<file path="src/sv/mrrbp_pkg.sv">
// Shared types and constants of the reference-counted block pool.
// No dependencies.
package mrrbp_pkg;

  localparam int POOL_SIZE  = 256;
  localparam int COUNT_BITS = 16;
  localparam int NUM_ROLES  = 4;
  localparam int BLK_W      = 8;
  localparam int CNT_W      = 16;
  localparam int IDX_W      = (POOL_SIZE > 1) ? $clog2(POOL_SIZE) : 1;
  localparam int DEPTH_W    = $clog2(POOL_SIZE + 1);

  typedef logic [COUNT_BITS-1:0] count_t;
  typedef logic [IDX_W-1:0]      idx_t;
  typedef logic [DEPTH_W-1:0]    depth_t;

  localparam count_t COUNT_MAX = '1;

  typedef enum logic [1:0] {
    OP_ALLOC     = 2'd0,
    OP_ADD_REF   = 2'd1,
    OP_RELEASE   = 2'd2,
    OP_MARK_PEND = 2'd3
  } op_e;

  typedef enum logic [1:0] {
    ROLE_DRAFT   = 2'd0,
    ROLE_TARGET  = 2'd1,
    ROLE_POLICY  = 2'd2,
    ROLE_EVICTOR = 2'd3
  } role_e;

  typedef enum logic [2:0] {
    ST_OK            = 3'd0,
    ST_EVICTOR_ALLOC = 3'd1,
    ST_OUT_OF_BLOCKS = 3'd2,
    ST_BAD_ID        = 3'd3,
    ST_PENDING       = 3'd4,
    ST_SATURATED     = 3'd5,
    ST_ALREADY_ZERO  = 3'd6,
    ST_UNALLOCATED   = 3'd7
  } status_e;

  typedef enum logic [1:0] {
    S_IDLE,
    S_EXEC,
    S_SCAN,
    S_RELOAD
  } state_e;

  typedef struct packed {
    op_e              op;
    logic [BLK_W-1:0] blk_addr;
    role_e            role;
  } in_req_t;

  typedef struct packed {
    logic [BLK_W-1:0] result_block;
    logic [CNT_W-1:0] new_count;
    status_e          status;
    logic             block_freed;
  } out_rsp_t;

  typedef struct packed {
    logic                     pending;
    count_t [NUM_ROLES-1:0]   cnt;
  } entry_t;

endpackage

</file>
<file path="src/sv/mrrbp_free_stack.sv">
// LIFO of free block numbers in a memory, with depth and low-water mark.
// Depends on mrrbp_pkg. Slots below the low-water mark read back as their own index.
module mrrbp_free_stack import mrrbp_pkg::*; (
  input  logic   clk_i,
  input  logic   rst_ni,
  input  logic   rd_en_i,
  output idx_t   top_o,
  input  logic   pop_i,
  input  logic   push_i,
  input  idx_t   push_data_i,
  output depth_t depth_o
);

  idx_t   mem_q [POOL_SIZE];
  idx_t   rd_data_q, rd_idx_q;
  logic   rd_fresh_q;
  depth_t depth_q, depth_d, low_q, low_d;
  depth_t top_pos;

  assign top_pos = depth_q - depth_t'(1);

  always_ff @(posedge clk_i) begin
    if (push_i && (depth_q < depth_t'(POOL_SIZE))) begin
      mem_q[depth_q[IDX_W-1:0]] <= push_data_i;
    end
    if (rd_en_i) begin
      rd_data_q  <= mem_q[top_pos[IDX_W-1:0]];
      rd_idx_q   <= top_pos[IDX_W-1:0];
      rd_fresh_q <= (top_pos < low_q);
    end
  end

  always_comb begin
    depth_d = depth_q;
    low_d   = low_q;
    if (pop_i && (depth_q != '0)) begin
      depth_d = top_pos;
      if (top_pos < low_q) begin
        low_d = top_pos;
      end
    end else if (push_i && (depth_q < depth_t'(POOL_SIZE))) begin
      depth_d = depth_q + depth_t'(1);
    end
  end

  always_ff @(posedge clk_i or negedge rst_ni) begin
    if (!rst_ni) begin
      depth_q <= depth_t'(POOL_SIZE);
      low_q   <= depth_t'(POOL_SIZE);
    end else begin
      depth_q <= depth_d;
      low_q   <= low_d;
    end
  end

  assign top_o   = rd_fresh_q ? rd_idx_q : rd_data_q;
  assign depth_o = depth_q;

endmodule

</file>
<file path="config.mk">
export PLATFORM = sky130hd
export DESIGN_NAME = mrrbp_free_stack
export DESIGN_NICKNAME = d
export VERILOG_FILES = /design/src/sv/mrrbp_pkg.sv /design/src/sv/mrrbp_free_stack.sv
export SDC_FILE = /design/constraint.sdc
export NUM_CORES = 2
export LEC_CHECK = 0
export BUFFER_PORTS_ARGS = -buffer_cell sky130_fd_sc_hd__buf_2
export CAP_MARGIN = 20
export CORE_ASPECT_RATIO = 0.6
export CORE_MARGIN = 10
export CORE_UTILIZATION = 43
export CTS_CLUSTER_DIAMETER = 50
export DETAILED_ROUTE_END_ITERATION = 16
export GPL_ROUTABILITY_DRIVEN = 0
export PLACE_DENSITY = 0.7
export SKIP_CTS_REPAIR_TIMING = 1
export SKIP_LAST_GASP = 1
export SYNTH_ARGS = -nofsm -noshare
export SYNTH_HDL_FRONTEND = slang
export SYNTH_SLANG_ARGS = --single-unit
</file>
<file path="constraint.sdc">
create_clock -name clk_i -period 7.5 [get_ports clk_i]
set_input_delay 0.75 -clock clk_i [delete_from_list [all_inputs] [get_ports clk_i]]
set_output_delay 0.75 -clock clk_i [all_outputs]
set_load 0.05 [all_outputs]
</file>
==> run_results.csv <==
group,metric,value,unit
logic_synthesis,ys_seq_elements,2083,
floorplan,coreArea,184700,µm²
global_route,grt_pass1_wl,284.9,mm
detailed_routing,drc,0,
detailed_routing,ant_nets,0,
setup_path,rrSetupSlack,1.72,ns
sta,rsz0062_at_grt,"no",
power,peakVddDrop,0.5678,mV
detailed_routing,first_pass_iters,7,
cts,clk_pin_slew,0.07,ns
power,power,35910,µW
setup_path,critPathRequiredTime,8.00,ns
setup_path,reg2reg_to,"rd_data_q[1]",
logic_synthesis,synthMuxAreaShare,14.63,%
floorplan,die-area,204500,µm²
setup_path,worstSetupEndpoint,"rd_data_q[1]",
logic_synthesis,ys_seq_area_share,78.00,%
logic_synthesis,syn-num-nets,3697,
logic_synthesis,async_flop_share,0.8641,%
floorplan,io_pins,30,
sta,slew_violations,0,
detailed_routing,wire_per_inst,31.18,µm
setup_path,path_class,"flop to flop",
logic_synthesis,synthSimpleGateAreaFrac,2.006,%
setup_path,crit_fanout,110,
cts,cts_tree,"built",
power,p_leak,0.02672,µW
placement,io_buffers,29,
sta,fmax,173.1,MHz
logic_synthesis,synth-compound-area-share,3.712,%
sta,max_slew.worst_pin.slew,1.242,ns
finish,nFillCells,14660,
detailed_routing,drtIter0Drc,6095,
logic_synthesis,synth_warnings,0,
finish,layout-drive-gt1-share,23.10,%
outcome,status,"finished, final reports clean",
cts,cts-root-buf,"clkbuf_16",
min_path,worstHoldPathType,"input pin to flop",
placement,dp_hpwl,118.0,mm
global_route,grt_max_degree,184,
global_route,antenna_found_initial,6,
power,p_per_area,404.6,nW/µm²
floorplan,die_y,354.3,µm
global_route,groute.usage.overall,18.96,%
setup_path,critical_path.startpoint_type,"flop",
floorplan,rows,122,
cts,worstSkewPairLatency,0.81,ns
sta,fin_tns_setup,0,ns
sta,fin_crit,5.777,ns
detailed_routing,drt_wl_total,197.6,mm
global_route,grt_remaining_overflow,0,
setup_path,critical_path_arrival,6.28,ns
sta,relSlewSlack,16.89,%
logic_synthesis,synthCells,3671,
logic_synthesis,synth_edf_count,2065,
finish,fin_nets,3748,
sta,post-route-period-util,77.03,%
floorplan,initial_core_util,43.36,%
finish,syn2layout_area_growth,10.81,%
logic_synthesis,synth.distinct_cells,51,
setup_path,crit_path_end_kind,"flop",
floorplan,dieWidth,577.1,µm
global_route,grt_pass1_vias,38500,
logic_synthesis,synth_fa_ha_area_share,0.2031,%
min_path,worstHoldStart,"pop_i",
detailed_routing,viasPerCell,6.199,
cts,cts_max_path_buffers,4,
sta,hold_viol_final,0,
logic_synthesis,synth-xor-area-share,0.1312,%
setup_path,rr_worst_depth,8,
cts,cts_made_buffers,178,
cts,cts.sinks,2083,
sta,skew,0.04621,ns
logic_synthesis,avgSynthCellArea,21.81,µm²
setup_path,startpoint,"depth_o[0]",
logic_synthesis,yosys_most_used_dff,"edfxtp_1",
min_path,worstHoldPathCells,2,
logic_synthesis,synth_area,80080,µm²
cts,htree_levels,4,
detailed_routing,vias,39280,
setup_path,r2r-start,"depth_o[0]",
sta,setup_viol,0,
run,drv_cap,0,
logic_synthesis,synth_top_family_by_area,"multiplexers",
-- layout by cell type (no fill, tap or decap), drive strengths merged, types with 2 or more instances in the layout --
cell type	instances
a21oi	73
ha	13
nor4	3
o221ai	8
dfrtp	16
o21ai	40
nor3b	2
edfxtp	2065
dfstp	2
nor2b	6
mux2i	4
a22oi	128
clkbuf	228
nand4	8
xnor2	8
diode	4
nand2	40
xor2	4
mux4	512
mux2	13
inv	17
clkinv	74
or3	17
clkinvlp	4
nor2	266
a22o	96
o21a	3
a32oi	8
buf	83
a221oi	32
nor3	25
nand3	9
o22ai	16
bufinv	16
and3	2
-- cell type report --
| class | instances | area, µm² | area share, % |
|---|---|---|---|
| tap | 2480 | 3103 | 3.497 |
| multi-input combinational | 1347 | 16650 | 18.77 |
| clock buffer | 215 | 4656 | 5.246 |
| inverter | 15 | 56.30 | 0.06345 |
| clock inverter | 96 | 872.1 | 0.9827 |
| sequential | 2083 | 62470 | 70.39 |
| antenna | 4 | 10.01 | 0.01128 |
| timing repair buffer | 97 | 922.1 | 1.039 |
-- Yosys cell counts, drive strengths merged, types with 6 or more instances --
cell | instances | share of area, %
a22oi | 128 | 1.2
or3 | 17 | 0.13
buf | 104 | 0.67
o22ai | 16 | 0.12
a22o | 96 | 1.0
dfrtp | 16 | 0.50
a32oi | 8 | 0.087
nor2b | 6 | 0.047
nand4 | 8 | 0.062
a221oi | 32 | 0.35
a21oi | 73 | 0.46
mux4 | 512 | 14
o221ai | 8 | 0.087
ha | 13 | 0.20
nor3 | 25 | 0.17
nand3 | 9 | 0.056
clkbuf | 122 | 0.57
edfxtp | 2065 | 77
xnor2 | 8 | 0.087
inv | 15 | 0.070
o21ai | 40 | 0.25
nand2 | 40 | 0.19
nor2 | 266 | 1.2
mux2 | 13 | 0.18
-- registers in the layout, summed over array words and instances (netlist names) --
name,flops
mem_q,2048
rd_data_q,8
rd_fresh_q,1
low_q,9
depth_o,9
rd_idx_q,8
-- how the worst min path moves through the flow --
stage,to,slack (ns)
6_report,depth_o[8],0.27
3_5_place_dp,low_q[7],0.50
5_1_grt,depth_o[8],0.29
2_1_floorplan,depth_o[0],0.45
4_1_cts,low_q[2],-0.15
3_3_place_gp,low_q[7],0.49
-- stage by stage --
step / instance area [µm²] / utilization, % / worst slack [ns] / hold slack (ns) / std cells
after CTS: 88630 / 47.98 / 1.729 / -0.1535 / 6322
after floorplan: 80080 / - / 2.273 / 0.4544 / 3671
after global placement: 83090 / 44.99 / 1.790 / 0.4915 / 6010
after detailed placement: 83100 / 44.99 / 1.742 / 0.5000 / 6011
final: 88740 / 48.05 / 1.723 / 0.2664 / 6337
after global routing: 88730 / 48.04 / 1.424 / 0.2909 / 6333
-- report_power, final --
| group | total, µW | internal [µW] | switching [µW] |
|---|---|---|---|
| clock network | 9070 | 4970 | 4100 |
| registers | 13200 | 13000 | 265 |
| logic | 13600 | 5140 | 8450 |
-- worst max-delay path: stages (launching register included) --
cell,delay [ns]
dfrtp_4,0.95
buf_12,0.74
buf_4,0.68
mux4_2,0.58
a22o_1,0.27
a221oi_1,0.80
o22ai_1,0.20
nor3_1,0.86
o221ai_1,0.27
-- layer usage --
metal	wire (µm)	global-route usage [%]
met3	31600	9.547
met2	80390	24.51
met5	0	0
met4	4226	4.218
met1	81410	28.43
-- logic make-up (layout without fill, tap and decap cells) --
kind of cell | count (synthesis) | count (layout)
DFF | 2083 | 2083
muxes | 529 | 529
AOI/OAI and AO/OA | 412 | 412
and+or+nand+nor | 381 | 381
buffers and inverters | 241 | 423
adders and majority gates | 13 | 13
xor gates and xnor gates | 12 | 12
other | 0 | 4
Note: power is estimated with default switching activity, not from simulation.
